File: src/rtl/core/gregorian_date_add_days_defines.svh
// Assertion macros for the Gregorian date adder.
// Used by the top level only; empty when SYNTH is defined.
`ifndef GREGORIAN_DATE_ADD_DAYS_DEFINES_SVH
`define GREGORIAN_DATE_ADD_DAYS_DEFINES_SVH

`ifndef SYNTH
`define GDAD_ASSERT_IMP(label, clk, rst, ante, cons) \
  label: assert property (@(posedge clk) disable iff (rst) (ante) |-> (cons)) \
    else $error("gdad assertion failed");
`define GDAD_ASSERT_NXT(label, clk, rst, ante, cons) \
  label: assert property (@(posedge clk) disable iff (rst) (ante) |=> (cons)) \
    else $error("gdad assertion failed");
`else
`define GDAD_ASSERT_IMP(label, clk, rst, ante, cons)
`define GDAD_ASSERT_NXT(label, clk, rst, ante, cons)
`endif

`endif

File: src/rtl/core/gdad_pkg.sv
// Shared types, constants and month-length function for the date adder.
// No dependencies.
package gdad_pkg;

  localparam int YearW   = 14;
  localparam int MonthW  = 4;
  localparam int DayW    = 5;
  localparam int AddW    = 15;
  localparam int RemW    = 16;
  localparam int QuotW   = 8;

  // floor(y / 100) = (y * RecipHundred) >> RecipShift for all 14-bit y
  localparam logic [12:0] RecipHundred = 13'd5243;
  localparam int          RecipShift   = 19;
  localparam logic [YearW-1:0] Hundred = 14'd100;

  localparam logic [MonthW-1:0] January  = 4'd1;
  localparam logic [MonthW-1:0] February = 4'd2;
  localparam logic [MonthW-1:0] December = 4'd12;

  localparam logic [DayW-1:0] MonthLenCommon [12] = '{
    5'd31, 5'd28, 5'd31, 5'd30, 5'd31, 5'd30,
    5'd31, 5'd31, 5'd30, 5'd31, 5'd30, 5'd31
  };
  localparam logic [DayW-1:0] FebLeap = 5'd29;

  typedef struct packed {
    logic [YearW-1:0]  start_year;
    logic [MonthW-1:0] start_month;
    logic [DayW-1:0]   start_day;
    logic [AddW-1:0]   days_to_add;
  } req_t;

  typedef struct packed {
    logic [YearW-1:0]  result_year;
    logic [MonthW-1:0] result_month;
    logic [DayW-1:0]   result_day;
    logic              input_error;
  } rsp_t;

  typedef struct packed {
    logic load;
    logic step;
    logic write_out;
  } cmd_t;

  typedef struct packed {
    logic req_err;
    logic fits;
  } stat_t;

  function automatic logic [DayW-1:0] month_len(input logic [MonthW-1:0] m,
                                                input logic leap);
    logic [DayW-1:0] len;
    len = 5'd0;
    if (m >= January && m <= December) begin
      if (m == February && leap) begin
        len = FebLeap;
      end else begin
        len = MonthLenCommon[m - January];
      end
    end
    return len;
  endfunction

endpackage

File: src/rtl/core/gdad_dp.sv
// Datapath of the date adder: year, month and remaining-day registers,
// leap-year unit and result register. Depends on gdad_pkg.
module gdad_dp (
  input  logic          clk,
  input  gdad_pkg::req_t req,
  input  gdad_pkg::cmd_t cmd,
  output gdad_pkg::stat_t stat,
  output gdad_pkg::rsp_t rsp
);
  import gdad_pkg::*;

  logic [YearW-1:0]  year;
  logic [MonthW-1:0] month;
  logic [RemW-1:0]   remaining;
  logic              err;
  logic [QuotW-1:0]  quot;
  logic [26:0]       prod;
  logic [YearW-1:0]  hund;
  logic              leap;
  logic [DayW-1:0]   len;
  rsp_t              rsp_reg;

  // Quotient of the year by one hundred, registered from the year register.
  assign prod = {13'd0, year} * {14'd0, RecipHundred};
  assign hund = YearW'({6'd0, quot} * Hundred);
  assign leap = (year[1:0] == 2'b00) && ((year != hund) || (quot[1:0] == 2'b00));
  assign len  = month_len(month, leap);

  assign stat.req_err = (req.start_month < January) || (req.start_month > December) ||
                        (req.start_day == '0);
  assign stat.fits    = remaining <= {{(RemW-DayW){1'b0}}, len};

  always_ff @(posedge clk) begin
    quot <= prod[RecipShift +: QuotW];
    if (cmd.load) begin
      year      <= req.start_year;
      month     <= req.start_month;
      remaining <= {{(RemW-DayW){1'b0}}, req.start_day} +
                   {{(RemW-AddW){1'b0}}, req.days_to_add};
      err       <= stat.req_err;
    end else if (cmd.step) begin
      remaining <= remaining - {{(RemW-DayW){1'b0}}, len};
      if (month == December) begin
        month <= January;
        year  <= year + 1'b1;
      end else begin
        month <= month + 1'b1;
      end
    end
    if (cmd.write_out) begin
      if (err) begin
        rsp_reg <= '{result_year: '0, result_month: '0, result_day: '0, input_error: 1'b1};
      end else begin
        rsp_reg <= '{result_year: year, result_month: month,
                     result_day: remaining[DayW-1:0], input_error: 1'b0};
      end
    end
  end

  assign rsp = rsp_reg;

endmodule

File: src/rtl/core/gdad_ctrl.sv
// Controller of the date adder: request handshake, walk sequencing and
// response valid. Depends on gdad_pkg.
module gdad_ctrl (
  input  logic            clk,
  input  logic            rst,
  input  logic            req_valid,
  output logic            req_stall,
  output logic            rsp_valid,
  input  logic            rsp_stall,
  input  gdad_pkg::stat_t stat,
  output gdad_pkg::cmd_t  cmd
);
  import gdad_pkg::*;

  localparam logic [1:0] StIdle = 2'd0;
  localparam logic [1:0] StPrep = 2'd1;
  localparam logic [1:0] StWalk = 2'd2;
  localparam logic [1:0] StDone = 2'd3;

  logic [1:0] state, state_next;
  logic       rsp_valid_reg, rsp_valid_next;
  logic       slot_free;

  assign req_stall = state != StIdle;
  assign slot_free = !rsp_valid_reg || !rsp_stall;

  always_comb begin
    state_next    = state;
    cmd.load      = 1'b0;
    cmd.step      = 1'b0;
    cmd.write_out = 1'b0;
    unique case (state)
      StIdle: begin
        if (req_valid) begin
          cmd.load   = 1'b1;
          state_next = stat.req_err ? StDone : StPrep;
        end
      end
      // let the year quotient settle for the loaded year
      StPrep: state_next = StWalk;
      StWalk: begin
        if (stat.fits) begin
          state_next = StDone;
        end else begin
          cmd.step = 1'b1;
        end
      end
      StDone: begin
        if (slot_free) begin
          cmd.write_out = 1'b1;
          state_next    = StIdle;
        end
      end
      default: state_next = StIdle;
    endcase
  end

  always_comb begin
    priority if (cmd.write_out) begin
      rsp_valid_next = 1'b1;
    end else if (!rsp_stall) begin
      rsp_valid_next = 1'b0;
    end else begin
      rsp_valid_next = rsp_valid_reg;
    end
  end

  always_ff @(posedge clk) begin
    if (rst) begin
      state         <= StIdle;
      rsp_valid_reg <= 1'b0;
    end else begin
      state         <= state_next;
      rsp_valid_reg <= rsp_valid_next;
    end
  end

  assign rsp_valid = rsp_valid_reg;

endmodule

File: src/rtl/core/gregorian_date_add_days.sv
// Gregorian date plus a day count. A request carries a start date and a count
// of days; the response carries the date that many days later, or an error
// flag with a zero date when the month is outside 1..12 or the day is zero.
// A day past the end of its month is not flagged and simply counts on. One
// request is worked at a time: load, a step to settle the leap-year unit,
// then one walk step per month boundary crossed from the start month, then
// the write of the response register once its slot is free. An erroneous
// request skips the settle and walk steps. The month walk, which subtracts
// one month length per cycle, takes most of the time. The response
// register lets a new request be taken while the previous response still
// waits.
// Depends on gdad_pkg, gdad_dp, gdad_ctrl and the assertion macro header.
`include "gregorian_date_add_days_defines.svh"

module gregorian_date_add_days (
  input  logic           clk,
  input  logic           rst,
  input  logic           req_valid,
  output logic           req_stall,
  input  gdad_pkg::req_t req,
  output logic           rsp_valid,
  input  logic           rsp_stall,
  output gdad_pkg::rsp_t rsp
);
  import gdad_pkg::*;

  cmd_t  cmd;
  stat_t stat;

  // Sequencer: takes the request, steps the walk, writes the response.
  gdad_ctrl u_ctrl (
    .clk       (clk),
    .rst       (rst),
    .req_valid (req_valid),
    .req_stall (req_stall),
    .rsp_valid (rsp_valid),
    .rsp_stall (rsp_stall),
    .stat      (stat),
    .cmd       (cmd)
  );

  // Datapath: holds the running date and the days still to place.
  gdad_dp u_dp (
    .clk  (clk),
    .req  (req),
    .cmd  (cmd),
    .stat (stat),
    .rsp  (rsp)
  );

  // Hold off further requests once one is taken.
  `GDAD_ASSERT_NXT(a_busy_after_req, clk, rst, req_valid && !req_stall, req_stall)
  // Drop the date on an erroneous request.
  `GDAD_ASSERT_IMP(a_err_zero, clk, rst, rsp_valid && rsp.input_error, rsp.result_year == '0 && rsp.result_month == '0 && rsp.result_day == '0)
  // A good response names a real month and a non-zero day.
  `GDAD_ASSERT_IMP(a_good_date, clk, rst, rsp_valid && !rsp.input_error, rsp.result_month >= January && rsp.result_month <= December && rsp.result_day != '0)

endmodule
File: config.mk
export PLATFORM = sky130hd
export DESIGN_NAME = gregorian_date_add_days
export DESIGN_NICKNAME = d
export VERILOG_FILES = /design/src/rtl/core/gdad_pkg.sv /design/src/rtl/core/gdad_dp.sv /design/src/rtl/core/gdad_ctrl.sv /design/src/rtl/core/gregorian_date_add_days.sv
export VERILOG_INCLUDE_DIRS = /design/src /design/src/rtl/core
export SDC_FILE = /design/constraint.sdc
export NUM_CORES = 1
export LEC_CHECK = 0
export BUFFER_PORTS_ARGS = -buffer_cell sky130_fd_sc_hd__buf_4
export CAP_MARGIN = 20
export CORE_ASPECT_RATIO = 1.25
export CORE_MARGIN = 2
export CORE_UTILIZATION = 40
export DETAILED_ROUTE_END_ITERATION = 10
export SLEW_MARGIN = 40
export SYNTH_ARGS = -nofsm -noshare
export SYNTH_HDL_FRONTEND = slang
export SYNTH_SLANG_ARGS = --single-unit
File: constraint.sdc
create_clock -name clk -period 5.78 [get_ports clk]
set_clock_uncertainty 0.2 [all_clocks]
set_input_delay 0 -clock clk [delete_from_list [all_inputs] [get_ports clk]]
set_output_delay 0 -clock clk [all_outputs]
set_load 0.02 [all_outputs]
==> metrics.md, run 1 <==
| Metric | Value |
|---|---|
| Mapped Area | `0.007884 mm^2` |
| Top Ports | `68` |
| Clk slew on worst S/H paths | `0.06 ns` |
| # diodes | `0` |
| Cell mode on critical path | `ha_1` |
| Max FO, Critical Path | `4` |
| Slew HR | `58.84%` |
| Area growth syn-to-layout | `21.57%` |
| Drt first pass iters | `4` |
| Gpl congestion | `roughly 0.82` |
| Area share of the largest cell type after synthesis | `around a quarter` |
| Post-route setup TNS | `0 ns` |
| Sequential area share after synthesis | `25.27%` |
| Detail Route Antenna Nets | `0` |
| Initial DRC count | `206` |
| Final WS setup | `0.3263 ns` |
| Final Hold Fails | `0` |
| Htree depth | `3` |
| Synth area leaders | `ha_1 24%, edfxtp_1 22%, fa_1 17%` |
| Sum of buffers and inverters on the critical path | `1` |
| Met2 Usage GRT | `around a third` |
| Hold_sp | `req[4]` |
| Clk_lat worst skew | `0.34 ns` |
| Post-synthesis net count | `1055` |
| Number of remaining DRC errors | `0` |
| Post-Syn Instances | `792` |
| Startpoint Class | `flip-flop` |
| Gr usage total | `between 10% and 20%` |
| Max Root-Sink Buffers | `2` |
| Placed Cells | `about 1100` |
| Most area-hungry cell type in the Yosys netlist | `ha_1` |
| CORE AREA | `between 0.015 and 0.02 mm^2` |
| Largest net degree at the start of global routing | `33` |
| Hold crit path type | `primary input to flip-flop` |
| Synth cell count leaders | `153 x ha_1, 144 x inv_1, 68 x fa_1, 59 x edfxtp_1, 57 x nand2_1` |
| Number of I/O port buffers | `67` |
| Grt total ovfl | `0` |
| Most frequent cell after synthesis | `ha_1` |
| Measured slew at the worst slew-check pin | `approximately 0.61 ns` |
| Post-DP HPWL | `15050 um` |
| Clk Tree Root Cell | `clkbuf_16` |
| Starting Density | `40.64%` |
| Final Setup Violations | `0` |
| Global-route wire length before repair | `29700 um` |
| Max reg flops | `24` |
| Reg-to-reg slack, setup | `0.33 ns` |
| Sink Count | `70` |
| CP max stage delay | `0.47 ns` |
| Worst reg-to-reg path cell count | `23` |
| Syn Area/Cell | `9.954 um^2` |
| Slowest-stage cell, CP | `fa_1` |
| Worst reg2reg endpoint | `u_dp.remaining[14]` |
| Warnings, synthesis | `0` |
| Routed len/inst | `15.50 um` |
| Final std cells w/o fill | `1185` |
| Number of synthesized flops with an enable pin | `59` |
| Synth async-reset ratio | `0%` |
| Total detailed-routing wirelength | `around 18000 um` |
| Maxcap violations | `0` |
| # nets final | `1178` |
| Fin crit period | `5.454 ns` |
| Share of post-route cells with drive strength above 1 | `12.72%` |
| Critical path class | `flip-flop to flip-flop` |
| WHS Path Cells | `4` |
| Die W | `129.6 um` |
| Crit path DAT | `5.32 ns` |
| Cell area after placement | `0.008826 mm^2` |
| Req. time, crit path | `5.65 ns` |
| Slew Limit Fails | `0` |
| Main synth FF type | `edfxtp_1` |
| FF-to-FF Start | `u_dp.quot[2]` |
| Via count | `5716` |
| Crit share post-route | `between 90 and 100%` |
| Family with the most delay on the worst path | `adder cells` |
| Vias in the first global route | `5988` |
| RSZ-0062 raised after global routing | `false` |
| Most used routing layer | `met2` |
| Netlist cell types | `50` |
| Critical path, cell by cell | `ha_1, ha_1, fa_1, ha_1, nor2b_1, o21a_1, o2111a_1, a211oi_2, nor4b_2, a31oi_2, a2bb2oi_1, nor2_1, ha_1, inv_1, fa_2, a21o_1, a21oi_2, or2b_2, nor2b_4, nand2_2, or3_1, xor2_1, a21oi_1` |
| CTS tree | `yes` |
| Vert. Die Dim | `161.0 um` |
| Via-to-Cell Ratio | `4.824` |
| CP endpoint kind | `flip-flop` |
| Cts bufs inserted | `9` |
| GR Util met3 | `2.132%` |
| Outcome | `finished, final reports clean` |
| Worst hold endpoint | `u_dp.remaining[4]` |
| Highest clock rate | `183.4 MHz` |
| Setup repair bufs after CTS | `0` |
| DP Worst Slack | `0.2283 ns` |
| Met1 usage | `21.75%` |
| Yosys reg bits | `70` |
| Initial antenna violation count | `0` |
| Design Area, Final | `between 0.009 and 0.01 mm^2` |
| Cell Rows | `57` |
| Die area | `0.02086 mm^2` |
==> placed cells by master, fill, tap and decap left out, types with 3 or more instances in the layout <==
cell / n
fa_1: 67
clkbuf_16: 9
nor3b_1: 3
dlygate4sd3_1: 38
nor2b_1: 12
and3_1: 6
xor2_1: 28
nor4_1: 3
mux2i_1: 3
a21o_1: 4
o21ai_0: 38
o21a_1: 4
edfxtp_1: 59
nand2_2: 3
dfxtp_1: 10
o31ai_1: 3
nor2_1: 50
ha_1: 153
nand2_1: 56
nand4_1: 6
inv_1: 144
xnor2_1: 36
nor3_1: 11
nand3_1: 16
buf_4: 84
a21oi_1: 26
==> logic make-up (layout without fill, tap and decap cells) <==
kind of cell    Yosys count  after routing  share of synthesized area [%]
compound gates          100            100                          7.554
xor+xnor                 64             64                          7.110
fa+ha+maj               221            221                          41.55
buf+inv                 155            283                          7.380
flops                    70             70                          25.27
mux                       3              3                         0.3809
simple gates            179            179                          10.76
==> final cells by class <==
type,instances,area [um^2]
Timing Repair Buffer,123,1026
Multi-Input combinational cell,567,5359
Inverter,144,540.5
Clock buffer,11,252.7
Sequential cell,70,1993
Tap cell,265,331.6
Fill cell,1874,9814
Clock inverter,5,81.33
==> layer usage <==
metal / vias up / wire length, um
met1: 2741 / 7661
met3: 18 / 334
li1: 2877 / -
met5: - / 0
met2: 80 / 9971
met4: 0 / 395
==> through the flow <==
| stage | utilization, % | hold slack, ns |
|---|---|---|
| 3_5_place_dp | 45.50 | -0.01556 |
| 3_3_place_gp | 45.41 | -0.01020 |
| 6_report | 49.41 | 0.02877 |
| 4_1_cts | 49.18 | 0.03042 |
| 5_1_grt | 49.41 | 0.08112 |
| 2_1_floorplan | - | -0.1309 |
==> repair_timing <==
item | in CTS | in global routing
hold buffers | 38 | 0
hold endpoints to repair | 48 | 0
setup endpoints to repair | 0 | 36
resized for setup | 0 | 8
==> worst min-delay path, stage by stage <==
cell and delay, ns:
buf_4 0.08, ha_1 0.15, nor2_1 0.05, o31ai_1 0.17
==> worst max-delay path by stage <==
stage	start	endpoint	depth (start not counted)
finish	u_dp.quot[2]	u_dp.remaining[14]	23
global placement	u_dp.quot[2]	u_dp.remaining[10]	22
floorplan	u_dp.quot[1]	u_dp.year[0]	22
CTS	u_dp.quot[2]	u_dp.remaining[7]	22
detailed placement	u_dp.quot[2]	u_dp.remaining[11]	22
global route	u_dp.quot[2]	u_dp.remaining[14]	22
Power of run 1 is left out: the tool's default activity adds up to more than one toggle a clock period on the data nets, which glitch-free logic cannot reach.
==> inputs of run 2 (changes only) <==
--- a/config.mk
+++ b/config.mk
@@ -6,13 +6,14 @@
 export SDC_FILE = /design/constraint.sdc
 export NUM_CORES = 1
 export LEC_CHECK = 0
+export ABC_AREA = 1
 export BUFFER_PORTS_ARGS = -buffer_cell sky130_fd_sc_hd__buf_4
 export CAP_MARGIN = 20
 export CORE_ASPECT_RATIO = 1.25
 export CORE_MARGIN = 2
 export CORE_UTILIZATION = 40
 export DETAILED_ROUTE_END_ITERATION = 10
-export SLEW_MARGIN = 40
+export SLEW_MARGIN = 20
 export SYNTH_ARGS = -nofsm -noshare
 export SYNTH_HDL_FRONTEND = slang
 export SYNTH_SLANG_ARGS = --single-unit
==> metrics.md, run 2 <==
| Metric | Value |
|---|---|
| # hold bufs at CTS | `38 (unchanged)` |
| Sequential area share after synthesis | `22.95% (-2.3 points)` |
| Clk slew on worst S/H paths | `0.06 ns (about the same)` |
| Worst reg-to-reg path cell count | `23 (unchanged)` |
| Hold WS | `0.003523 ns (-0.02524 ns)` |
| Initial DRC count | `430 (+110%)` |
| Starting Density | `40.57% (-0.068 points)` |
| Sink Count | `70 (unchanged)` |
| Max FO, Critical Path | `14 (+10)` |
| Highest clock rate | `190.4 MHz (+3.9%)` |
| Design Area, Final | `0.01023 mm^2 (+6.7%)` |
| Total detailed-routing wirelength | `21160 um (+15%)` |
| Area growth syn-to-layout | `17.86%` |
| CP max stage delay | `0.49 ns (+0.02 ns)` |
| Detail Route Antenna Nets | `0 (unchanged)` |
| Number of I/O port buffers | `67 (unchanged)` |
| Slew Limit Fails | `0 (unchanged)` |
| Hold crit path type | `primary input to flip-flop` |
| Routed len/inst | `14.76 um (-4.8%)` |
| Drt first pass iters | `4 (unchanged)` |
| Via-to-Cell Ratio | `4.934 (+2.3%)` |
| Gpl congestion | `0.8940 (+9.5%)` |
| Reg-to-reg slack, setup | `0.53 ns (+0.20 ns)` |
| Die area | `0.02290 mm^2 (+9.8%)` |
| Maxcap violations | `0 (unchanged)` |
| Initial antenna violation count | `0 (unchanged)` |
| Largest net degree at the start of global routing | `38 (+15%)` |
| Grt total ovfl | `0 (unchanged)` |
| Req. time, crit path | `5.67 ns (+0.02 ns)` |
| Yosys reg bits | `70 (unchanged)` |
| # nets final | `1413 (+20%)` |
| Final Setup Violations | `0 (unchanged)` |
| Number of synthesized flops with an enable pin | `59 (unchanged)` |
| Via count | `7075 (+24%)` |
| Worst reg2reg endpoint | `u_dp.remaining[9]` |
| Post-DP HPWL | `17620 um (+17%)` |
| Cell mode on critical path | `nand2_1` |
| Netlist cell types | `43 (-14%)` |
| Slew HR | `29.73% (-29 points)` |
| Mapped Area | `0.008681 mm^2 (+10%)` |
| Critical path, cell by cell | `ha_1, ha_1, fa_1, ha_1, a21oi_1, nand2_1, a21oi_1, nand2_1, nand2_1, nor2_1, nand4_1, nand2_1, a21oi_1, ha_1, inv_1, fa_1, nand2_1, nand2_2, a21oi_2, nor2_2, o21ai_4, nand2_1, buf_4` |
| FF-to-FF Start | `u_dp.quot[2]` |
| Cell Rows | `60 (+5.3%)` |
| Synth area leaders | `ha_1 22%, edfxtp_1 20%, fa_1 16%` |
| Clk Tree Root Cell | `clkbuf_16` |
| Share of post-route cells with drive strength above 1 | `9.351% (-3.4 points)` |
| Die W | `135.8 um (+4.8%)` |
| Multi-input logic area | `0.005823 mm^2 (+8.7%)` |
| Post-synthesis net count | `1302 (+23%)` |
| # diodes | `0 (unchanged)` |
| Startpoint Class | `flip-flop` |
| Critical path class | `flip-flop to flip-flop` |
| Commonest non-fill, non-tap cell in the layout | `inv_1` |
| DP Worst Slack | `0.5636 ns (+0.3354 ns)` |
| Final WS setup | `0.5287 ns (+0.2024 ns)` |
| Fin crit period | `5.251 ns (-0.2024 ns)` |
| Hold_sp | `rsp_stall` |
| Gr usage total | `19.29% (+0.73 points)` |
| # fillers | `2087 (+11%)` |
| Htree depth | `3 (unchanged)` |
| Max Root-Sink Buffers | `2 (unchanged)` |
| Main synth FF type | `edfxtp_1` |
| Global-route wire length before repair | `34830 um (+17%)` |
| Slowest-stage cell, CP | `dfxtp_1` |
| Synth cell count leaders | `218 x inv_1, 194 x nand2_1, 153 x ha_1, 78 x nor2_1, 68 x fa_1` |
| Crit share post-route | `90.85% (-3.5 points)` |
| CP endpoint kind | `flip-flop` |
| Vert. Die Dim | `168.7 um (+4.8%)` |
| Top Ports | `68 (unchanged)` |
| Register Area | `0.001992 mm^2 (about the same)` |
| Syn Area/Cell | `8.355 um^2 (-16%)` |
| Max reg flops | `24 (unchanged)` |
| Crit path DAT | `5.14 ns (-0.18 ns)` |
| Number of remaining DRC errors | `0 (unchanged)` |
| Most area-hungry cell type in the Yosys netlist | `ha_1` |
| WHS Path Cells | `3 (-1)` |
| CORE AREA | `0.02140 mm^2 (+10%)` |
| Clk_lat worst skew | `0.35 ns (about the same)` |
| Worst hold endpoint | `u_dp.rsp[4]` |
| CTS tree | `yes` |
| Outcome | `finished, final reports clean` |
| Post-Syn Instances | `1039 (+31%)` |
| Cts bufs inserted | `9 (unchanged)` |
| Measured slew at the worst slew-check pin | `1.048 ns (+0.4367 ns)` |
| Final Hold Fails | `0 (unchanged)` |
| RSZ-0062 raised after global routing | `false` |
| Post-route setup TNS | `0 ns (unchanged)` |
| Setup repair bufs after CTS | `0 (unchanged)` |
| PostCTS Resize Cnt | `0 (unchanged)` |
| Vias in the first global route | `7068 (+18%)` |
| Cell area after placement | `0.009534 mm^2 (+8.0%)` |
| Area share of the largest cell type after synthesis | `22.05% (-2.2 points)` |
| Commonest non-fill, non-tap cells in the layout | `218 x inv_1, 194 x nand2_1, 153 x ha_1` |
| Warnings, synthesis | `0 (unchanged)` |
| Synth async-reset ratio | `0% (unchanged)` |
| Most frequent cell after synthesis | `inv_1` |
[run 2: cell types whose count changed in the layout (fill, tap and decap cells not counted), sizes merged, moves of 8 or more]
cell	delta
nand2	+138
inv	+76
buf	-13
nor2b	-13
nand3	+29
a21oi	+19
xor2	-8
xnor2	-26
nor2	+32
[run 2: cells by family (layout without fill, tap and decap cells)]
group | count (synthesis) | count (layout) | share of synthesized area (%)
compound gates | 125 | 125 | 8.274
xor+xnor | 31 | 31 | 3.286
fa+ha+maj | 221 | 221 | 37.73
buf+inv | 231 | 347 | 10.02
flops | 70 | 70 | 22.95
mux | 1 | 1 | 0.1297
simple gates | 360 | 360 | 17.61
[run 2: cell type report]
| type | count | area share (%) |
|---|---|---|
| inverters | 221 | 8.108 |
| clock buffers | 10 | 2.238 |
| well taps | 279 | 3.412 |
| flip-flops and latches | 70 | 19.47 |
| clock inverters | 6 | 0.8561 |
| multi-input cells | 738 | 56.92 |
| repair buffers | 110 | 9.001 |
[run 2: metrics by stage]
step | util, % | instances
final | 47.82 | 1434
after global routing | 47.82 | 1434
after CTS | 47.82 | 1434
after detailed placement | 44.56 | 1380
after global placement | 44.56 | 1380
after floorplan | - | 1039
[run 2: worst max path at each step]
stage | start | endpoint | slack (ns) | cells after the start
2_1_floorplan | u_dp.quot[2] | u_dp.year[0] | 0.74 | 24
3_3_place_gp | u_dp.quot[2] | u_dp.remaining[14] | 0.68 | 23
3_5_place_dp | u_dp.quot[2] | u_dp.remaining[8] | 0.56 | 23
4_1_cts | u_dp.quot[2] | u_dp.remaining[9] | 0.53 | 23
5_1_grt | u_dp.quot[2] | u_dp.remaining[9] | 0.17 | 23
6_report | u_dp.quot[2] | u_dp.remaining[9] | 0.53 | 23
[run 2: per-layer routing]
layer	track usage (%)	wire length, um	up-vias
li1	-	-	3567
met1	25.83	9564	3350
met2	32.89	10500	134
met3	2.306	672	24
met4	5.299	422	0
met5	0	0	-
[run 2: worst max-delay path: cells and delay by family (launching register included)]
kind	cells	cell delay, ns
and+or+nand+nor	10	0.93
DFF	1	0.49
adders and majority gates	6	2.05
buffers and inverters	2	0.35
AOI/OAI and AO/OA	5	0.97
Power of run 2 is left out for the same reason.
==> inputs of run 3 (changes only) <==
--- a/config.mk
+++ b/config.mk
@@ -12,6 +12,7 @@
 export CORE_ASPECT_RATIO = 1.25
 export CORE_MARGIN = 2
 export CORE_UTILIZATION = 40
+export CTS_BUF_LIST = sky130_fd_sc_hd__clkbuf_16
 export DETAILED_ROUTE_END_ITERATION = 10
 export SLEW_MARGIN = 20
 export SYNTH_ARGS = -nofsm -noshare
==> metrics.md, run 3 (synthesis results as in run 2) <==
| Metric | Value |
|---|---|
| Outcome | `finished, final reports clean` |
| Largest net degree at the start of global routing | `38 (unchanged)` |
| Starting Density | `40.57% (unchanged)` |
| Clk Tree Root Cell | `clkbuf_16` |
| CTS tree | `yes` |
| Vert. Die Dim | `168.7 um (unchanged)` |
| Cell Rows | `60 (unchanged)` |
| Share of post-route cells with drive strength above 1 | `9.351% (unchanged)` |
| Detail Route Antenna Nets | `0 (unchanged)` |
| Grt total ovfl | `0 (unchanged)` |
| Setup repair bufs after CTS | `0 (unchanged)` |
| # hold bufs at CTS | `38 (unchanged)` |
| Post-DP HPWL | `17620 um (unchanged)` |
| GR Util met3 | `2.306% (unchanged)` |
| Die W | `135.8 um (unchanged)` |
| # fillers | `2087 (unchanged)` |
| Initial DRC count | `430 (unchanged)` |
| Register Area | `0.001992 mm^2 (unchanged)` |
| Clk_lat worst skew | `0.34 ns (about the same)` |
| Post-route setup TNS | `0 ns (unchanged)` |
| Initial antenna violation count | `0 (unchanged)` |
| Final Hold Fails | `0 (unchanged)` |
| Commonest non-fill, non-tap cell in the layout | `inv_1` |
| Top Ports | `68 (unchanged)` |
| Highest clock rate | `189.4 MHz (-0.54%)` |
| Max reg flops | `24 (unchanged)` |
| Commonest non-fill, non-tap cells in the layout | `219 x inv_1, 194 x nand2_1, 153 x ha_1` |
| Clk slew on worst S/H paths | `0.06 ns (about the same)` |
| Die area | `0.02290 mm^2 (unchanged)` |
| RSZ-0062 raised after global routing | `false` |
| Final Setup Violations | `0 (unchanged)` |
| Most used routing layer | `met2` |
| Gpl congestion | `0.8940 (unchanged)` |
| Sum of buffers and inverters on the critical path | `2 (unchanged)` |
| Fin crit period | `5.280 ns (+0.02872 ns)` |
| # nets final | `1413 (unchanged)` |
| CP endpoint kind | `flip-flop` |
| Family with the most delay on the worst path | `adder cells` |
| Crit path DAT | `5.17 ns (+0.03 ns)` |
| Maxcap violations | `0 (unchanged)` |
| Number of I/O port buffers | `67 (unchanged)` |
| PostCTS Resize Cnt | `0 (unchanged)` |
| Vias in the first global route | `7068 (unchanged)` |
| Measured slew at the worst slew-check pin | `1.047 ns (-0.0008974 ns)` |
| Req. time, crit path | `5.67 ns (about the same)` |
| Cell area after placement | `0.009534 mm^2 (unchanged)` |
| Drt first pass iters | `5 (+1)` |
| Multi-input logic area | `0.005823 mm^2 (unchanged)` |
| Via-to-Cell Ratio | `4.944 (+0.21%)` |
| Crit share post-route | `91.35% (+0.50 points)` |
| Max Root-Sink Buffers | `2 (unchanged)` |
| Cts bufs inserted | `9 (unchanged)` |
| # diodes | `0 (unchanged)` |
| Gr usage total | `19.29% (unchanged)` |
| Slowest-stage cell, CP | `dfxtp_1` |
| Met2 Usage GRT | `32.89% (unchanged)` |
| Utilization after layout | `47.82% (unchanged)` |
| Critical path, cell by cell | `ha_1, ha_1, fa_1, ha_1, a21oi_1, nand2_1, a21oi_1, nand2_1, nand2_1, nor2_1, nand4_1, nand2_1, a21oi_1, ha_1, inv_1, fa_1, nand2_1, nand2_2, a21oi_2, nor2_2, o21ai_4, nand2_1, buf_4` |
| Critical path class | `flip-flop to flip-flop` |
| CORE AREA | `0.02140 mm^2 (unchanged)` |
| Area growth syn-to-layout | `17.86% (unchanged)` |
| Global-route wire length before repair | `34830 um (unchanged)` |
| Htree depth | `3 (unchanged)` |
| Design Area, Final | `0.01023 mm^2 (unchanged)` |
| Via count | `7090 (+0.21%)` |
| CP max stage delay | `0.49 ns (about the same)` |
| Slew HR | `29.79% (+0.060 points)` |
| Max FO, Critical Path | `14 (unchanged)` |
| Cell mode on critical path | `nand2_1` |
| Hold crit path type | `primary input to flip-flop` |
| Slew Limit Fails | `0 (unchanged)` |
| Number of remaining DRC errors | `0 (unchanged)` |
| Startpoint Class | `flip-flop` |
| Routed len/inst | `14.77 um (+0.11%)` |
| Total detailed-routing wirelength | `21190 um (+0.11%)` |
| Sink Count | `70 (unchanged)` |
| Met1 usage | `25.83% (unchanged)` |
run 3: changes by cell type in the layout (fill, tap and decap cells not counted):
cell      previous run  this run
inv_1              218       219
clkbuf_1             1         0
run 3: metal layers:
metal  part of all wire, %  vias up
met3                   3.2       25
met4                   2.0        0
met5                     0        -
met2                    50      132
li1                      -     3569
met1                    45     3364
run 3: worst paths after layout:
| kind | startpoint | to | slack, ns | cells past startpoint |
|---|---|---|---|---|
| worst min-delay path | rsp_stall | u_dp.rsp[4] | 0.004 | 3 |
| worst max-delay path | u_dp.quot[2] | u_dp.remaining[9] | 0.50 | 23 |
| worst min register to register | u_ctrl.state[0] | u_ctrl.state[0] | 0.29 | 2 |
| worst max register to register | u_dp.quot[2] | u_dp.remaining[9] | 0.50 | 23 |
run 3: cell type report:
class | count | share of cell area (%)
inverter | 221 | 8.108
multi-input combinational | 738 | 56.92
tap | 279 | 3.412
clock buffer | 9 | 2.201
clock inverter | 7 | 0.8927
timing repair buffer | 110 | 9.001
sequential | 70 | 19.47
run 3: per-stage QoR:
stage	hold WS [ns]	std cells	worst slack, ns
global placement	-0.007637	1380	0.6823
detailed placement	-0.007400	1380	0.5636
finish	0.004106	1434	0.5000
floorplan	-0.1309	1039	0.7401
CTS	0.0003632	1434	0.5312
global route	0.01386	1434	0.1746
run 3: worst reg2reg max path, stage by stage (launching register included):
cell     delay (ns)
dfxtp_1        0.49
ha_1           0.30
ha_1           0.31
fa_1           0.46
ha_1           0.42
a21oi_1        0.20
nand2_1        0.11
a21oi_1        0.16
nand2_1        0.07
nand2_1        0.06
nor2_1         0.04
nand4_1        0.09
nand2_1        0.08
a21oi_1        0.16
ha_1           0.17
inv_1          0.06
fa_1           0.41
nand2_1        0.10
nand2_2        0.07
a21oi_2        0.29
nor2_2         0.08
o21ai_4        0.18
nand2_1        0.23
buf_4          0.28
Power of run 3 is left out for the same reason.
